[config.mk]
export PLATFORM = sky130hd
export DESIGN_NAME = cpd_queue
export DESIGN_NICKNAME = d
export VERILOG_FILES = /design/src/cpd_pkg.sv /design/src/cpd_queue.sv
export SDC_FILE = /design/constraint.sdc
export NUM_CORES = 1
export LEC_CHECK = 0
export BUFFER_PORTS_ARGS = -buffer_cell sky130_fd_sc_hd__buf_2
export CORE_MARGIN = 2
export CORE_UTILIZATION = 50
export DETAILED_ROUTE_END_ITERATION = 6
export GPL_TIMING_DRIVEN = 0
export PLACE_DENSITY = 0.76
export SLEW_MARGIN = 0
export SYNTH_ARGS = -nofsm -noshare
export SYNTH_HDL_FRONTEND = slang
export SYNTH_SLANG_ARGS = --single-unit
[constraint.sdc]
create_clock -name clk_i -period 3.9 [get_ports clk_i]
set_clock_uncertainty 0.2 [all_clocks]
set_input_delay 1.17 -clock clk_i [delete_from_list [all_inputs] [get_ports clk_i]]
set_output_delay 1.17 -clock clk_i [all_outputs]
set_load 0.01 [all_outputs]
[src/cpd_pkg.sv]
// Shared types and constants for the closest pair distance block.
package cpd_pkg;

  localparam int COORD_W         = 16;
  localparam int DIST_W          = 2 * COORD_W + 1;
  localparam int MAX_POINTS_DEF  = 1024;
  localparam int QUEUE_DEPTH_DEF = 2;

  typedef struct packed {
    logic signed [COORD_W-1:0] x_coord;
    logic signed [COORD_W-1:0] y_coord;
    logic                      last_point;
  } in_req_t;

  typedef struct packed {
    logic [DIST_W-1:0] min_sq_dist;
    logic              no_pair;
    logic              overflowed;
  } out_req_t;

  typedef struct packed {
    logic    valid;
    in_req_t req;
  } q_head_t;

endpackage

[src/cpd_queue.sv]
// Front queue that accepts point requests and hands them to the compare engine.
module cpd_queue import cpd_pkg::*; #(
  parameter int DEPTH = QUEUE_DEPTH_DEF
) (
  input  logic    clk_i,
  input  logic    rst_ni,
  input  logic    push_i,
  input  in_req_t req_i,
  output logic    full_o,
  input  logic    pop_i,
  output q_head_t head_o
);

  localparam int PW = (DEPTH > 1) ? $clog2(DEPTH) : 1;
  localparam int NW = $clog2(DEPTH + 1);

  in_req_t       mem_q [DEPTH];
  logic [PW-1:0] wptr_q, wptr_d;
  logic [PW-1:0] rptr_q, rptr_d;
  logic [NW-1:0] cnt_q, cnt_d;
  logic          do_push, do_pop;

  assign full_o  = (cnt_q == NW'(DEPTH));
  assign do_push = push_i && !full_o;
  assign do_pop  = pop_i && (cnt_q != '0);

  always_comb begin
    wptr_d = wptr_q;
    rptr_d = rptr_q;
    if (do_push) begin
      wptr_d = (wptr_q == PW'(DEPTH - 1)) ? '0 : wptr_q + PW'(1);
    end
    if (do_pop) begin
      rptr_d = (rptr_q == PW'(DEPTH - 1)) ? '0 : rptr_q + PW'(1);
    end
    cnt_d = cnt_q + NW'(do_push) - NW'(do_pop);
  end

  always_ff @(posedge clk_i or negedge rst_ni) begin
    if (!rst_ni) begin
      wptr_q <= '0;
      rptr_q <= '0;
      cnt_q  <= '0;
    end else begin
      wptr_q <= wptr_d;
      rptr_q <= rptr_d;
      cnt_q  <= cnt_d;
    end
  end

  always_ff @(posedge clk_i) begin
    if (do_push) begin
      mem_q[wptr_q] <= req_i;
    end
  end

  assign head_o.valid = (cnt_q != '0);
  assign head_o.req   = mem_q[rptr_q];

endmodule

# ---- Word-level counts from Yosys, hierarchy flattened
# Memory sizes are Yosys's and may differ from the RTL's.
# Cells that the tools add are included.
dict set report classes {
  addsub 4
  n_mul 0
  div 0
  order_cmp 0
  n_eq_ne 1
  n_shift 0
  n_mux 4
  bitwise 0
  n_reduce_logical 4
}
# op n
set op_table {}
lappend op_table {{$mux W1} 4}
lappend op_table {{$add A1 B1 Y1 const B} 2}
lappend op_table {{$add A2 B1 Y2} 1}
lappend op_table {{$eq A2 B2 Y1 const B} 1}
lappend op_table {{$logic_and A1 B1 Y1} 2}
lappend op_table {{$reduce_bool A2 Y1} 1}
lappend op_table {{$sub A2 B1 Y2} 1}
lappend op_table {{$logic_not A1 Y1} 1}
dict set report word_totals {
  regBits 4
  latchBits 0
  mem_bits_rw 66
  mem_bits_ro 0
  output_inout_bits 35
  n_memories 1
}
# memory words width rd rd_clocked_by_memory_dff wr line_no
set memory_table {}
lappend memory_table {mem_q 2 33 1 0 1 cpd_queue.sv:17} ;# in_req_t mem_q [DEPTH];

# ---- Longest topological paths before layout
# Gate-level depths: netlist of the first run.
dict set report depth {
  word_depth 5
  mapped_depth 7
  depth_no_buf 7
}

# ---- Worst setup path after synthesis of the first run
# Ideal clock, no wire load.
dict set report synth_path {
  path_type {in2reg}
  start {in push_i}
  end {mem mem_q[0][0] (netlist name), enable pin}
  t_arrival_ns 2.660
  required_time_ns 3.277
  setup_slack_ns 0.617
  stages 2
  n_path_buf 0
  path_cell_list {nand2_1 > nor2_1}
}
dict set report synth_between {
  elab_chain_cells 3
}
# item line_no
set synth_lines {}
lappend synth_lines {{start: declaration} cpd_queue.sv:7} ;# input logic push_i,
lappend synth_lines {{$logic_and A1 B1 Y1} cpd_queue.sv:24} ;# assign do_push = push_i && !full_o;
lappend synth_lines {{$mux W1} cpd_queue.sv:52} ;# if (do_push) begin
lappend synth_lines {{$mux W1 (not written as such)} cpd_queue.sv:53} ;# mem_q[wptr_q] <= req_i;
lappend synth_lines {{end: declaration} cpd_queue.sv:17}
# No other way between the ends.

==> out/qor.csv, run 1 <==
stage,metric,value,unit
synthesis,syn_area,2710,um2
clock_tree,cts_max_path_buffers,2,
timing,final_min_period_over_clock_period,0.7226,
global_routing,global_route.peak_usage_layer,met2,
clock_tree,root_buffer,clkbuf_8,
timing,holdWs,0.3165,ns
final_layout,most_common_library_cell_in_the_layout_ignoring_fill_and_taps,buf_2,
drt,routed-via-count,1305,
synthesis,syn-mean-instance-area,22.40,um2
synthesis,synth.yosys.seq_area_share,0.7682,
critical_path,crit_path_end_kind,output pin,
place,dpl.cell_count,262,
global_routing,grt_max_degree,34,
clock_tree,cts_tree,done,
run,cap_viol_max_count,0,
clock_tree,insertion_delay,0.34,ns
global_routing,grt_first_pass_wirelength,6.472,mm
drt,drt_wl_total,4.194,mm
synthesis,post_synth_main_area_contributors,"edfxtp_1, mux2_4, dfrtp_1",
global_routing,grt_use_met3,0.05465,
timing,report.final.slew_viol_count,0,
global_routing,grt_use_total,0.1490,
final_layout,layoutNonFillerInstCount,278,
place,hpwlAfterDp,2.910,mm
die,dieHeight,77.62,um
global_routing,grt_antenna_before_repair,0,
synthesis,synth_cells,121,
clock_tree,cts-htree-levels,3,
synthesis,syn_warnings,0,
clock_tree,cts_repair_resize_count,0,
clock_tree,path_clk_slew,0.06,ns
final_layout,multi_input_comb_area,584.3,um2
die,initial_utilization,0.5239,
global_routing,grt-ovfl-total,0,
drt,initialDrtViolationCount,89,
critical_path,critPathTopFamily,buffers and inverters,
clock_tree,post_cts_hold_buffer_count,0,
synthesis,synth_largest_area_cell,edfxtp_1,
drt,detailedRoute.firstPassIterationCount,4,
final_layout,areaGrowthSynthToFinish,23.32,%
drt,antenna_violating_nets_post_route,0,
die,floorplan.die.width,77.62,um
die,fp.coreArea,5172,um2
power_and_ir_drop,cellLeakagePower,0.001370,uW
global_routing,grt.met2_usage,0.2371,
clock_tree,cts_setup_buffers,0,
final_layout,diodes,0,
critical_path,timing.critical_path.fanout_max,10,
timing,max_slew_margin,0.3610,
outcome,status,finished clean,
drt,drcViolationCount,0,
power_and_ir_drop,power.ir.vdd_worst,0.5111,mV
critical_path,cell_by_cell_trace_of_the_critical_path,"buf_6, buf_6, mux2_4, buf_2",
critical_path,critical_path_class,reg2out,
worst_hold_path,hold_path.class,reg2reg,
final_layout,seq_area,2082,um2
place,buffer_ports.inserted,71,
final_layout,layout.nets,242,
global_routing,met1_usage,0.1618,
drt,detail_route.wl_per_cell,15.09,um
critical_path,critical_path_buf_inv_count,3,
synthesis,synthDistinctLibCells,15,
clock_tree,cts_inserted_buffers,9,
clock_tree,tritoncts_num_sinks,70,
final_layout,post_route_cells_drive_above_1_share,0.5962,
die,std_cell_rows,26,
timing,setup_viol,0,
critical_path,crit_arrival,1.45,ns
synthesis,synth_top_cell_area_share,0.7313,
timing,final_period_minus_worst_setup_slack,2.818,ns
synthesis,synth_fp_nets,160,
die,io_pins,72,
power_and_ir_drop,pwr_dens,740.6,nW/um2
timing,tightestPinTransition,0.9563,ns
critical_path,critPathMaxStageDelay,0.37,ns
timing,report.final.hold_viol_count,0,
place,gp_congestion,0.6549,
die,dieArea,6025,um2
critical_path,critPathMostFrequentCell,buf_6,
timing,achievable-frequency,354.9,MHz
final_layout,num-fill-cells,365,
critical_path,worst_setup_path_start_kind,register,
critical_path,cp_data_required_time,2.53,ns
final_layout,layout_common_cells,"buf_2, edfxtp_1, mux2_4",
global_routing,first_global_vias,1458,
critical_path,highest_delay_cell_along_the_critical_path,dfrtp_1,
timing,rsz0062_at_grt,no,
drt,detail_route.vias_per_cell,4.694,
synthesis,synth-seq-cells,70,
layout make-up:
type,count,area share
clock inverters,6,0.01572
multi-input cells,45,0.1748
inverters,2,0.002246
well taps,70,0.02621
clock buffers,10,0.03819
repair buffers,71,0.1063
flip-flops and latches,70,0.6230
plain buffers,4,0.01348
path summary, 6_finish.rpt:
| kind | from | endpoint | slack (ns) | cells past startpoint |
|---|---|---|---|---|
| worst max-delay path | rptr_q | head_o[12] | 1.08 | 4 |
| worst min-delay path | cnt_q[1] | cnt_q[1] | 0.32 | 1 |
| worst max register to register | cnt_q[0] | mem_q[0][0] | 1.85 | 3 |
| worst min register to register | cnt_q[1] | cnt_q[1] | 0.32 | 1 |
| max in group asynchronous | rst_ni | cnt_q[0] | 2.95 | 1 |
| min in group asynchronous | rst_ni | rptr_q | 0.43 | 1 |
worst reg2reg max path, stage by stage (launching register included):
cell and delay, ns:
dfrtp_1 0.38, nand2b_1 0.17, nand2_1 0.15, nor2_4 0.75
kinds of logic (layout without fill, tap and decap cells):
| group | Yosys count | in the layout | synth area share |
|---|---|---|---|
| adder cells (fa/ha/maj) | 2 | 2 | 0.009232 |
| flip-flops | 70 | 70 | 0.7682 |
| buffers and inverters | 6 | 93 | 0.01939 |
| AND/OR/NAND/NOR | 6 | 6 | 0.01293 |
| multiplexers | 33 | 33 | 0.1773 |
| XOR/XNOR | 4 | 4 | 0.01293 |
per-stage QoR:
step / utilization / setup WS [ns] / cell area (um2) / total power (uW) / setup TNS, ns
final: 0.6461 / 1.082 / 3342 / 2475 / 0
after global routing: 0.6461 / 1.024 / 3342 / 2603 / 0
after CTS: 0.6461 / 1.056 / 3342 / 2511 / 0
after detailed placement: 0.6113 / 1.139 / 3162 / 1977 / 0
after global placement: 0.6096 / -0.09825 / 3153 / 1943 / -3.204
after floorplan: - / 0.6168 / 2710 / 1704 / 0
layer usage:
layer,vias up,wire (um)
met5,-,0
met1,616,1671
met3,8,353
met2,53,2104
li1,628,-
met4,0,64
registers in the layout, indices dropped and copies added (netlist names):
name,count
rptr_q,1
mem_q,66
cnt_q,2
wptr_q,1
synthesized netlist by cell type:
cell type / n
and2_4: 1
or2_1: 1
xnor2_1: 3
mux2_2: 4
nand2_1: 1
xor2_1: 1
dfrtp_1: 4
ha_1: 2
buf_6: 4
and3_1: 1
inv_1: 2
mux2_4: 29
edfxtp_1: 66
nor2_1: 1
nand2b_1: 1
power by group:
| part | leakage [uW] | total [uW] | internal (uW) | switching [uW] |
|---|---|---|---|---|
| sequential | 0.000660 | 1090 | 1030 | 54.0 |
| combinational | 0.000616 | 855 | 446 | 408 |
| clock | 0.0000949 | 531 | 287 | 244 |
| total | 0.00137 | 2470 | 1770 | 706 |
Power figures use the tool's default switching activity.
==> run 2, diff against run 1 <==
==> constraint.sdc (replaced) <==
create_clock -name clk_i -period 2.9 [get_ports clk_i]
set_clock_uncertainty 0.2 [all_clocks]
set_input_delay 0.87 -clock clk_i [delete_from_list [all_inputs] [get_ports clk_i]]
set_output_delay 0.87 -clock clk_i [all_outputs]
set_load 0.01 [all_outputs]
==> run 2 against run 1 <==
Effect of this change:
- critical path depth unchanged
- first-iteration DRC count decreased by 65%
- count of clock-buffer cells in the layout decreased by 1
- sequential cell count unchanged
- largest cell class unchanged
==> out/qor.csv, run 2 (same netlist as run 1, synthesis figures left out) <==
stage,metric,value,unit
drt,initialDrtViolationCount,31,
clock_tree,post_cts_hold_buffer_count,0,
clock_tree,cts_repair_resize_count,0,
drt,detail_route.wl_per_cell,15.05,um
clock_tree,cts_inserted_buffers,9,
final_layout,most_common_library_cell_in_the_layout_ignoring_fill_and_taps,buf_2,
clock_tree,root_buffer,clkbuf_8,
final_layout,diodes,0,
die,std_cell_rows,26,
clock_tree,path_clk_slew,0.06,ns
clock_tree,tritoncts_num_sinks,70,
critical_path,crit_path_end_kind,output pin,
critical_path,critical_path_buf_inv_count,3,
clock_tree,cts-htree-levels,3,
final_layout,layout.nets,242,
power_and_ir_drop,pwr_dens,1012,nW/um2
die,initial_utilization,0.5239,
die,floorplan.die.width,77.62,um
critical_path,timing.rr.end,mem_q[0][12],
final_layout,post_route_cells_drive_above_1_share,0.5990,
critical_path,cell_by_cell_trace_of_the_critical_path,"buf_6, buf_6, mux2_4, buf_2",
die,dieArea,6025,um2
clock_tree,cts_setup_buffers,0,
power_and_ir_drop,power.ir.vdd_worst,1.114,mV
critical_path,cp_data_required_time,1.83,ns
drt,routed-via-count,1323,
final_layout,areaGrowthSynthToFinish,24.10,%
die,fp.coreArea,5172,um2
place,hpwlAfterDp,2.847,mm
drt,detail_route.vias_per_cell,4.776,
final_layout,largest_reg_flops,66,
critical_path,timing.critical_path.fanout_max,10,
critical_path,crit-reg2reg-launch,cnt_q[1],
global_routing,grt-ovfl-total,0,
final_layout,layout_common_cells,"buf_2, edfxtp_1, mux2_4",
drt,detailedRoute.firstPassIterationCount,4,
timing,report.final.hold_viol_count,0,
timing,max_slew_margin,0.3704,
global_routing,grt_use_total,0.1458,
outcome,status,finished clean,
drt,drcViolationCount,0,
timing,holdWs,0.1346,ns
global_routing,grt_first_pass_wirelength,6.368,mm
die,io_pins,72,
global_routing,grt_max_degree,34,
timing,achievable-frequency,397.9,MHz
power_and_ir_drop,cellLeakagePower,0.001379,uW
clock_tree,cts_tree,done,
drt,drt_wl_total,4.169,mm
critical_path,critPathMostFrequentCell,buf_6,
drt,antenna_violating_nets_post_route,0,
timing,final_min_period_over_clock_period,0.8667,
critical_path,critPathMaxStageDelay,0.34,ns
run,cap_viol_max_count,0,
timing,report.final.slew_viol_count,0,
timing,fin_tns_setup,0,ns
place,gp_congestion,0.5958,
place,buffer_ports.inserted,71,
clock_tree,cts_max_path_buffers,2,
timing,final_period_minus_worst_setup_slack,2.513,ns
timing,tightestPinTransition,0.9422,ns
final_layout,layout_top_registers,"mem_q x66, cnt_q x2",
critical_path,crit_arrival,1.44,ns
critical_path,register_to_register_path_setup_slack,0.86,ns
final_layout,finished_core_util,0.6502,
global_routing,grt_antenna_before_repair,0,
timing,rsz0062_at_grt,no,
die,dieHeight,77.62,um
clock_tree,insertion_delay,0.32,ns
critical_path,highest_delay_cell_along_the_critical_path,dfrtp_1,
worst_hold_path,hold_path.class,in2async,
global_routing,first_global_vias,1400,
critical_path,worst_setup_path_start_kind,register,
timing,setup_viol,0,
critical_path,critPathTopFamily,buffers and inverters,
critical_path,worst-r2r-cell-count,3,
critical_path,critical_path_class,reg2out,
final_layout,regMostFlops,mem_q,
## run 2: changes by cell type in the layout (fill, tap and decap cells not counted), sizes merged
cell	delta
bufinv	+1
clkbuf	-1
clkinv	-1
## run 2: worst max-delay path by stage
stage,slack (ns),startpoint,cells after the start,endpoint
3_3_place_gp,0.03,push_i,3,mem_q[0][4]
2_1_floorplan,0.46,push_i,2,mem_q[0][0]
5_1_grt,0.33,rptr_q,4,head_o[9]
3_5_place_dp,0.10,push_i,2,mem_q[1][4]
6_report,0.39,rptr_q,4,head_o[9]
4_1_cts,0.36,rptr_q,4,head_o[9]
## run 2: area by class of cell
class | count | area (um2)
Buffer | 4 | 45.04
Clock buffer | 9 | 123.9
Clock inverter | 6 | 77.57
Fill cell | 347 | 1809
Inverter | 2 | 7.507
Multi-Input combinational cell | 45 | 584.3
Sequential cell | 70 | 2082
Tap cell | 70 | 87.58
Timing Repair Buffer | 71 | 355.3
## run 2: layer usage
metal	vias to the layer above	track usage	routed length, um
li1	627	-	-
met1	636	0.1566	1605
met2	51	0.2500	2232
met3	9	0.04419	244
met4	0	0.09107	87
met5	-	0	0
## run 2: through the flow
step	setup slack, ns	cell area, um2	power (uW)	std cells
floorplan	0.4591	2713	2291	121
global placement	0.02734	3156	2603	262
detailed placement	0.1006	3161	2657	262
CTS	0.3606	3362	3455	277
global route	0.3306	3363	3570	277
finish	0.3866	3363	3404	277
## run 2: worst register-to-register path, delay by kind of cell (launching register included)
kind | cells | cell delay, ns
flops | 1 | 0.41
simple gates | 3 | 1.04
## run 2: report_power, final
part | switching [uW] | internal [uW] | total (uW)
Clock | 319 | 470 | 789
Sequential | 70.1 | 1390 | 1460
Combinational | 553 | 600 | 1150
